[src/hw/rtl/three_term_recurrence_checksum_unit_defines.svh]
// Assertion macros for the three-term recurrence checksum unit.
// Depends on nothing; the using module must have ports named clock and reset.
`ifndef THREE_TERM_RECURRENCE_CHECKSUM_UNIT_DEFINES_SVH
`define THREE_TERM_RECURRENCE_CHECKSUM_UNIT_DEFINES_SVH

`ifndef ASSERT_OFF
// Check that cons holds in the same cycle as ante.
`define ASSERT_NOW(label, ante, cons, msg) \
   label: assert property (@(posedge clock) disable iff (reset) (ante) |-> (cons)) \
      else $error(msg);
// Check that cons holds in the cycle after ante.
`define ASSERT_NEXT(label, ante, cons, msg) \
   label: assert property (@(posedge clock) disable iff (reset) (ante) |=> (cons)) \
      else $error(msg);
`else
`define ASSERT_NOW(label, ante, cons, msg)
`define ASSERT_NEXT(label, ante, cons, msg)
`endif

`endif

[src/hw/rtl/ttrc_pkg.sv]
// Shared types and constants for the three-term recurrence checksum unit.
// Used by ttrc_term and three_term_recurrence_checksum_unit; depends on nothing.
package ttrc_pkg;

   localparam int unsigned ByteWidth   = 8;
   localparam int unsigned TermWidth   = 16;
   localparam int unsigned PosWidth    = 8;
   localparam int unsigned FirstOffset = 7;
   localparam int unsigned AlphaStep   = 17;
   localparam int unsigned BetaStep    = 31;
   localparam int unsigned ModVal      = 65535;
   // Multiple of the modulus that keeps the difference non-negative
   localparam int unsigned Bias        = 256 * ModVal;

   typedef struct packed {
      logic [ByteWidth-1:0] data_byte;
      logic [PosWidth-1:0]  pos;
      logic [TermWidth-1:0] cur;
      logic [TermWidth-1:0] prev;
   } term_in_type;

endpackage

[src/hw/rtl/three_term_recurrence_checksum_unit.sv]
// Three-term recurrence checksum unit, top level.
// Depends on ttrc_pkg, ttrc_term and three_term_recurrence_checksum_unit_defines.svh.
//
// Usage:
//   Feed a message one byte per request on the req_ channel; req_tlast marks
//   the final byte. For every request one response leaves on the rsp_ channel
//   with the checksum of the message so far; rsp_tlast repeats the last flag.
//   A first byte gives byte + 7; later bytes run the three-term recurrence
//   over the two previous terms, reduced mod 65535.
// Pipeline and throughput:
//   The byte is registered in the input register, then the result register
//   loads from it, and the response is taken from the result register. One
//   request per cycle is sustained while rsp_tready stays high; the
//   combinational path between the registers is the two multiplies and the
//   mod-65535 fold.
// Reset:
//   Synchronous, active high. Clears both stages and the recurrence state;
//   the next byte starts a new message. A last byte clears only the state.
// Stall:
//   When rsp_tready is low the result register holds; the input register
//   still fills, then req_tready drops until the result is taken.
`include "three_term_recurrence_checksum_unit_defines.svh"

module three_term_recurrence_checksum_unit
   import ttrc_pkg::*;
(
   input  logic                 clock,
   input  logic                 reset,
   input  logic                 req_tvalid,
   output logic                 req_tready,
   input  logic [7:0]           req_tdata,   // [7:0] data_byte
   input  logic                 req_tlast,   // last_byte
   output logic                 rsp_tvalid,
   input  logic                 rsp_tready,
   output logic [15:0]          rsp_tdata,   // [15:0] checksum
   output logic                 rsp_tlast    // final_res
);

   // Input register
   logic                 s1_valid_ff, s1_valid_in;
   logic [ByteWidth-1:0] s1_byte_ff;
   logic                 s1_last_ff;

   // Recurrence state
   logic [TermWidth-1:0] prev_ff, prev_in;
   logic [TermWidth-1:0] cur_ff, cur_in;
   logic [PosWidth-1:0]  pos_ff, pos_in;
   logic                 in_msg_ff, in_msg_in;

   // Result register
   logic                 out_valid_ff, out_valid_in;
   logic [TermWidth-1:0] out_sum_ff;
   logic                 out_last_ff;

   logic                 advance;
   logic                 req_take;
   term_in_type          term_in;
   logic [TermWidth-1:0] term_next;
   logic [TermWidth-1:0] first_term;
   logic [TermWidth-1:0] sum;

   // Move the input register into the result register when it has room
   assign advance    = s1_valid_ff && (!out_valid_ff || rsp_tready);
   assign req_tready = !s1_valid_ff || advance;
   assign req_take   = req_tvalid && req_tready;

   assign term_in.data_byte = s1_byte_ff;
   assign term_in.pos       = pos_ff;
   assign term_in.cur       = cur_ff;
   assign term_in.prev      = prev_ff;

   ttrc_term u_term (
      .term_in  (term_in),
      .term_out (term_next)
   );

   assign first_term = TermWidth'(s1_byte_ff) + TermWidth'(FirstOffset);
   assign sum        = in_msg_ff ? term_next : first_term;

   always_comb begin
      s1_valid_in  = req_take ? 1'b1 : (advance ? 1'b0 : s1_valid_ff);
      out_valid_in = advance ? 1'b1 : (rsp_tready ? 1'b0 : out_valid_ff);
      prev_in      = prev_ff;
      cur_in       = cur_ff;
      pos_in       = pos_ff;
      in_msg_in    = in_msg_ff;
      if (advance) begin
         if (s1_last_ff) begin
            // close the message: back to reset values
            prev_in   = TermWidth'(1);
            cur_in    = TermWidth'(1);
            pos_in    = '0;
            in_msg_in = 1'b0;
         end else if (!in_msg_ff) begin
            prev_in   = TermWidth'(1);
            cur_in    = first_term;
            pos_in    = PosWidth'(1);
            in_msg_in = 1'b1;
         end else begin
            // shift the terms along, position wraps at 256
            prev_in = cur_ff;
            cur_in  = term_next;
            pos_in  = pos_ff + PosWidth'(1);
         end
      end
   end

   always_ff @(posedge clock) begin
      if (reset) begin
         s1_valid_ff  <= 1'b0;
         out_valid_ff <= 1'b0;
         prev_ff      <= TermWidth'(1);
         cur_ff       <= TermWidth'(1);
         pos_ff       <= '0;
         in_msg_ff    <= 1'b0;
      end else begin
         s1_valid_ff  <= s1_valid_in;
         out_valid_ff <= out_valid_in;
         prev_ff      <= prev_in;
         cur_ff       <= cur_in;
         pos_ff       <= pos_in;
         in_msg_ff    <= in_msg_in;
      end
   end

   // Payload registers: load on accept or advance, no reset needed
   always_ff @(posedge clock) begin
      if (req_take) begin
         s1_byte_ff <= req_tdata;
         s1_last_ff <= req_tlast;
      end
      if (advance) begin
         out_sum_ff  <= sum;
         out_last_ff <= s1_last_ff;
      end
   end

   assign rsp_tvalid = out_valid_ff;
   assign rsp_tdata  = out_sum_ff;
   assign rsp_tlast  = out_last_ff;

   // A last byte must leave the state at its reset values
   `ASSERT_NEXT(a_last_clears, advance && s1_last_ff,
      !in_msg_ff && pos_ff == '0 && cur_ff == TermWidth'(1) && prev_ff == TermWidth'(1),
      "state not cleared after last byte")
   // Outside a message the position stays at zero
   `ASSERT_NOW(a_idle_pos, !in_msg_ff, pos_ff == '0, "position nonzero outside a message")
   // The fold never leaves the modulus itself
   `ASSERT_NOW(a_sum_range, rsp_tvalid, rsp_tdata != TermWidth'(ModVal),
      "checksum equals the modulus")
   // A first byte yields at most 255 + 7
   `ASSERT_NEXT(a_first_range, advance && !in_msg_ff, rsp_tdata <= TermWidth'(262),
      "first-byte checksum out of range")

endmodule

[src/hw/rtl/ttrc_term.sv]
// Next-term datapath: two small multiplies and a mod-65535 fold.
// Depends on ttrc_pkg.
module ttrc_term
   import ttrc_pkg::*;
(
   input  term_in_type          term_in,
   output logic [TermWidth-1:0] term_out
);

   logic [PosWidth-1:0]  alpha;
   logic [PosWidth-1:0]  beta;
   logic [8:0]           coef_a;
   logic [24:0]          prod_a;
   logic [23:0]          prod_b;
   logic                 neg;
   logic [25:0]          diff;
   logic [16:0]          fold1;
   logic [16:0]          fold2;
   logic [TermWidth-1:0] fold_lo;

   // Coefficients wrap mod 256 with the position
   assign alpha  = PosWidth'(term_in.pos * PosWidth'(AlphaStep));
   assign beta   = PosWidth'(term_in.pos * PosWidth'(BetaStep));
   assign coef_a = 9'(term_in.data_byte) + 9'(alpha);
   assign prod_a = 25'(coef_a) * 25'(term_in.cur);
   assign prod_b = 24'(beta) * 24'(term_in.prev);

   // A negative difference adds one mod 65535
   assign neg  = prod_a < 25'(prod_b);
   assign diff = 26'(prod_a) + 26'(Bias) - 26'(prod_b) + 26'(neg);

   // 2^16 is 1 mod 65535: fold high bits onto low bits twice
   assign fold1   = 17'(diff[15:0]) + 17'(diff[25:16]);
   assign fold2   = 17'(fold1[15:0]) + 17'(fold1[16]);
   assign fold_lo = fold2[15:0];
   assign term_out = (fold_lo == TermWidth'(ModVal)) ? '0 : fold_lo;

endmodule
[config.mk]
export PLATFORM = sky130hd
export DESIGN_NAME = three_term_recurrence_checksum_unit
export DESIGN_NICKNAME = d
export VERILOG_FILES = /design/src/hw/rtl/ttrc_pkg.sv /design/src/hw/rtl/three_term_recurrence_checksum_unit.sv /design/src/hw/rtl/ttrc_term.sv
export VERILOG_INCLUDE_DIRS = /design/src /design/src/hw/rtl
export SDC_FILE = /design/constraint.sdc
export NUM_CORES = 1
export LEC_CHECK = 0
export BUFFER_PORTS_ARGS = -buffer_cell sky130_fd_sc_hd__buf_2
export CORE_MARGIN = 2
export CORE_UTILIZATION = 45
export CTS_CLUSTER_DIAMETER = 200
export DETAILED_ROUTE_END_ITERATION = 12
export PLACE_DENSITY = 0.71
export SYNTH_ARGS = -nofsm -noshare
export SYNTH_HDL_FRONTEND = slang
export SYNTH_SLANG_ARGS = --single-unit
[constraint.sdc]
create_clock -name clock -period 13.5 [get_ports clock]
set_clock_uncertainty 0.2 [all_clocks]
set_input_delay 3.375 -clock clock [delete_from_list [all_inputs] [get_ports clock]]
set_output_delay 3.375 -clock clock [all_outputs]
set_load 0.02 [all_outputs]
==> results of run 1 <==
[cells in the mapped netlist, types with 4 or more instances]
cell type and instances:
nor3_1 26, or3_1 5, nor2b_1 20, a31oi_1 7, edfxtp_1 26, o211ai_1 6, a311oi_1 5, ha_1 189
a21oi_1 82, inv_1 322, nor2_1 96, clkbuf_1 55, dfxtp_1 43, o2111ai_1 5, a22oi_1 19, o22ai_1 6
or2_2 6, o21ai_0 34, nor4_1 7, fa_1 201, xor2_1 34, a211oi_2 5, o21bai_1 15, o21a_1 9
and2_1 140, nand2_1 181, nand3_1 33, a21o_1 16, nand4_1 12, o21ai_1 5, o31ai_1 4, a31o_2 4
nand2b_1 17, nor3b_1 4, buf_2 5, xnor2_1 77, a211oi_1 8, and3_1 10
[kinds of logic (layout without fill, tap and decap cells)]
family                   Yosys count  count (layout)  share of synthesized area
AO/OA/AOI/OAI                    277             277                      0.126
XOR/XNOR                         111             111                     0.0635
adder cells (fa/ha/maj)          390             390                      0.417
buffers and inverters            387             593                     0.0957
flip-flops                        69              69                      0.107
multiplexers                       2               2                    0.00139
AND/OR/NAND/NOR                  576             576                      0.190
[sequential cells by signal (all words and copies together), names as in the netlist]
register     count
s1_valid_ff      1
s1_byte_ff       8
s1_last_ff       1
in_msg_ff        1
prev_ff         16
cur_ff          16
rsp_tdata       16
rsp_tvalid       1
rsp_tlast        1
pos_ff           8
[layout make-up]
class	instances	area, um2
Clock buffer	9	225
Clock inverter	7	105
Fill cell	3007	15100
Inverter	324	1220
Multi-Input combinational cell	1356	12800
Sequential cell	69	1650
Tap cell	448	561
Timing Repair Buffer	253	1860
[worst max-delay path by stage]
stage	slack (ns)	cells after the start	from	to
2_1_floorplan	-0.28	62	pos_ff[2]$_SDFFE_PP0P_	rsp_tdata[2]$_DFFE_PP_
4_1_cts	-0.39	65	pos_ff[2]$_SDFFE_PP0P_	cur_ff[15]$_SDFFE_PP0P_
3_5_place_dp	-0.90	67	pos_ff[1]$_SDFFE_PP0P_	rsp_tdata[8]$_DFFE_PP_
5_1_grt	-1.15	65	pos_ff[0]$_SDFFE_PP0P_	cur_ff[5]$_SDFFE_PP0P_
3_3_place_gp	-0.50	64	pos_ff[2]$_SDFFE_PP0P_	cur_ff[5]$_SDFFE_PP0P_
6_report	-0.54	68	pos_ff[2]$_SDFFE_PP0P_	cur_ff[5]$_SDFFE_PP0P_
[what timing repair did]
item / 4_1_cts / 5_1_grt
resized for setup: 48 / 40
buffers inserted: 18 / 11
endpoints found under the hold margin: 0 / 0
cloned: 2 / 0
endpoints found under the setup margin: 32 / 32
pin swaps: 67 / 36
[stage by stage]
step,TNS [ns],utilization
finish,-15.03,0.549
global route,-34.56,0.549
CTS,-10.20,0.541
detailed placement,-26.21,0.521
global placement,-14.76,0.521
floorplan,-4.31,-
[worst max-delay path, delay by kind of cell (launching register included)]
family                     cells  cell delay [ns]
AOI/OAI and AO/OA             24             3.95
adders and majority gates     15             5.50
DFF                            1             0.39
buffers and inverters         11             0.94
and+or+nand+nor               15             2.56
xor gates and xnor gates       3             0.39
[metal layers]
metal	vias to the layer above	routed length, um	global-route usage
li1	6261	-	-
met1	6667	18100	0.319
met2	445	21100	0.426
met3	88	2380	0.0237
met4	0	1190	0.0718
met5	-	0	0
==> results.cfg, run 1 <==
[min_path]
whs_path_depth = 2
hold-path-endpoint = rsp_tvalid$_SDFFE_PP0P_
min_path_type = reg2reg
min-delay-start = s1_valid_ff$_SDFFE_PP0P_

[synth]
synth_top_area_cell = fa_1
synth_cells = 1812
avgSynthCellArea_um2 = 8.45
synth.distinct_cells = 86
yosysSeqAreaShare = 0.107
netlist_area_um2 = 15300
synth-edff-count = 26
synthDominantCellAreaShare = 0.263
synthArstFlopShare = 0
synth_area_leaders = fa_1, ha_1, inv_1
synthFlopType = dfxtp_1
synth-seq-cells = 69
syn-num-nets = 2215
yosys_warnings = 0

[critical_path]
cp_data_required_time_ns = 13.55
r2r_start = pos_ff[2]$_SDFFE_PP0P_
critPathMaxStageDelay_ns = 0.57
crit_path_end_kind = register
reg2reg_slack_ns = -0.54
crit_path_start_kind = register
ff2ff_path_depth = 68
r2r-end = cur_ff[5]$_SDFFE_PP0P_
crit_top_cell = fa_1
crit_arrival_ns = 14.09
path_class = reg2reg
worstPathMaxFanout = 7
cp_slowest_cell = fa_2

[clock_network]
cts_sinks = 69
htree_levels = 3
clk_latency_ns = 0.33
path_clk_slew_ns = 0.07
cts_buffer_depth = 2
clock-root-buffer = clkbuf_16
cts_buffers = 9
cts.hold.buffers_added = 0
cts_tree = built

[floorplanning]
dieArea_um2 = 35500
core_um2 = 33500
io_pins = 32
initial_core_util = 0.457
die_h_um = 189
dieWidth_um = 189
rows = 67

[grt]
grt_usage = 0.243
grt_max_degree = 41
antenna_found_initial = 0
grt_pass1_vias = 14000
overflow = 0
grt_pass1_wl_um = 69700

[route]
routedWlPerCell_um = 17.4
vias = 13500
viasPerCell = 5.46
ant_nets = 0
finalWirelength_um = 42900
drc = 0
dr.pass1.iters = 7
drt_iter0_drc = 931

[sta]
setup_slack_ns = -0.540
rsz0062_at_grt = yes
period_share = 1.04
final-setup-viol-count = 32
holdWs_ns = 0.321
fmax_mhz = 71.2
hold_viol_final = 0
period_needed_ns = 14.04
slew_headroom = 0.291
tightest_slew_ns = 1.06
timing_max_transition_violations_final = 0

[place]
dpl_cell_area_um2 = 17500
place_congestion = 0.943
numPlacedInstances = 2420
portBuffers = 31
place_ws_ns = -0.900
dpl.hpwl_um = 34000

[status]
outcome = complete, but fails checks
violations = setup timing

[finish]
layout_common_cells = inv_1, buf_4, fa_1, nand2_1, ha_1
nets = 2416
insertedDiodeCount = 0
mostFrequentLayoutCell = inv_1
final_area_um2 = 18400
syn2layout_area_growth_pct = 20.1
drive_above_1_share = 0.199
layout.cells.non_filler = 2466

[flow_run]
maxCapViolations = 0
Power of run 1 is left out: the tool's default activity adds up to more than one toggle a clock period on the data nets, which glitch-free logic cannot reach.
==> inputs of run 2 (changes only) <==
--- a/config.mk
+++ b/config.mk
@@ -6,6 +6,7 @@
 export SDC_FILE = /design/constraint.sdc
 export NUM_CORES = 1
 export LEC_CHECK = 0
+export ABC_AREA = 1
 export BUFFER_PORTS_ARGS = -buffer_cell sky130_fd_sc_hd__buf_2
 export CORE_MARGIN = 2
 export CORE_UTILIZATION = 45
==> results.cfg, run 2 <==
[critical_path]
crit_path_start_kind = register
crit_top_cell = nand2_2
path_class = reg2reg
critPathMaxStageDelay_ns = 0.57
ff2ff_path_depth = 87
worstPathMaxFanout = 4
r2r-end = rsp_tdata[15]$_DFFE_PP_
crit_arrival_ns = 13.24
reg2reg_slack_ns = 0.15
crit_path_end_kind = register
r2r_start = pos_ff[0]$_SDFFE_PP0P_
cp_data_required_time_ns = 13.39
cp_slowest_cell = fa_1

[finish]
top_regs = cur_ff (16), prev_ff (16), rsp_tdata (16)
nets = 2662
layout_common_cells = inv_1, nand2_1, fa_1, buf_4, ha_1
final_util = 0.542
mostFrequentLayoutCell = inv_1
insertedDiodeCount = 0
syn2layout_area_growth_pct = 18.7
drive_above_1_share = 0.194
final_area_um2 = 18100

[synth]
syn-num-nets = 2496
yosys-top-cells-count = nand2_1, inv_1, fa_1
avgSynthCellArea_um2 = 7.30
synthFlopType = dfxtp_1
yosysSeqAreaShare = 0.107
synth_area_leaders = fa_1, ha_1, nand2_1
synth_cells = 2093
synth-seq-cells = 69
synth-edff-count = 26
yosysMostFrequentCell = nand2_1
netlist_area_um2 = 15300
synthDominantCellAreaShare = 0.263
synth.distinct_cells = 49
synthArstFlopShare = 0
yosys_warnings = 0
synth_top_area_cell = fa_1

[clock_network]
path_clk_slew_ns = 0.06
cts_sinks = 69
cts_buffers = 9
cts.hold.buffers_added = 0
cts_buffer_depth = 2
htree_levels = 3
clock-root-buffer = clkbuf_16
cts_tree = built
clk_latency_ns = 0.34

[route]
drt_iter0_drc = 1045
ant_nets = 0
vias = 14000
dr.pass1.iters = 6
routedWlPerCell_um = 15.8
drc = 0
viasPerCell = 5.16
finalWirelength_um = 42900

[min_path]
whs_path_depth = 0
hold-path-endpoint = rsp_tlast$_DFFE_PP_
min_path_type = reg2reg
min-delay-start = s1_last_ff$_DFFE_PP_

[sta]
tightest_slew_ns = 0.825
final-setup-viol-count = 0
fmax_mhz = 74.9
period_needed_ns = 13.35
hold_viol_final = 0
timing_max_transition_violations_final = 0
slew_headroom = 0.450
rsz0062_at_grt = yes
period_share = 0.989

[grt]
grt_pass1_vias = 14500
antenna_found_initial = 1
grt_max_degree = 43
grt_usage = 0.247
overflow = 0
grt_pass1_wl_um = 70600

[floorplanning]
dieWidth_um = 188
core_um2 = 33400
dieArea_um2 = 35400
die_h_um = 188
rows = 67
initial_core_util = 0.457
io_pins = 32

[place]
place_congestion = 0.968
dpl_cell_area_um2 = 16900
dpl.hpwl_um = 35300
portBuffers = 31

[power]
peakVddDrop_mv = 0.255
power.density_nw_per_um2 = 207
p_leak_nw = 9.44

[status]
outcome = completed

[flow_run]
maxCapViolations = 0
## run 2: critical path: cells and delay by family (launching register included)
kind	cells	cell delay [ns]
adders and majority gates	14	5.26
and+or+nand+nor	50	4.77
AOI/OAI and AO/OA	11	1.52
buffers and inverters	10	0.85
DFF	1	0.33
xor gates and xnor gates	2	0.17
## run 2: worst max path at each step
stage	from	end	slack [ns]	depth (start not counted)
2_1_floorplan	pos_ff[0]$_SDFFE_PP0P_	rsp_tdata[14]$_DFFE_PP_	0.006	87
3_3_place_gp	pos_ff[0]$_SDFFE_PP0P_	rsp_tdata[10]$_DFFE_PP_	-0.29	85
6_report	pos_ff[0]$_SDFFE_PP0P_	rsp_tdata[15]$_DFFE_PP_	0.15	87
5_1_grt	pos_ff[0]$_SDFFE_PP0P_	cur_ff[2]$_SDFFE_PP0P_	-0.68	89
4_1_cts	pos_ff[1]$_SDFFE_PP0P_	cur_ff[4]$_SDFFE_PP0P_	0.01	89
3_5_place_dp	pos_ff[0]$_SDFFE_PP0P_	rsp_tdata[10]$_DFFE_PP_	-0.65	85
## run 2: kinds of logic after synthesis
family | count (synthesis) | synth area share
compound gates | 178 | 0.0641
xor+xnor | 73 | 0.0423
fa+ha+maj | 390 | 0.418
buf+inv | 551 | 0.139
flops | 69 | 0.107
simple gates | 832 | 0.229
## run 2: layout make-up
| type | count | area [um2] |
|---|---|---|
| clock inverters | 5 | 32.5 |
| flip-flops and latches | 69 | 1650 |
| multi-input cells | 1474 | 12200 |
| inverters | 495 | 1860 |
| clock buffers | 11 | 264 |
| fillers | 3040 | 15300 |
| well taps | 448 | 561 |
| repair buffers | 210 | 1520 |
## run 2: where the power goes
group          leakage, nW  internal (mW)  switching [mW]
combinational         8.69           1.32            1.95
clock                0.150          0.140          0.0942
sequential           0.600          0.230          0.0125
total                 9.44           1.69            2.06
## run 2: per-layer routing
layer	share of wire	up-vias	track usage
li1	-	6650	-
met3	0.059	117	0.0272
met4	0.032	0	0.0748
met2	0.50	473	0.443
met1	0.41	6743	0.313
met5	0	-	0
## run 2: repair_timing
item                       CTS  global route
gates resized for setup     57           124
setup endpoints to repair   32            32
pin swaps                   45            92
cloned                       1             0
buffers inserted             8            14
## run 2: stage by stage
stage               total power, mW  hold WS, ns  std cells  setup slack, ns  setup TNS, ns
floorplan                      1.92        0.227       2093          0.00648              0
global placement               3.07        0.259       2673           -0.293          -7.11
detailed placement             3.09        0.244       2673           -0.651         -18.77
CTS                            3.43        0.262       2698          0.00968              0
global route                   4.09        0.281       2712           -0.679         -19.82
finish                         3.75        0.260       2712            0.146              0
No activity file was read; power rests on OpenSTA's default activity.
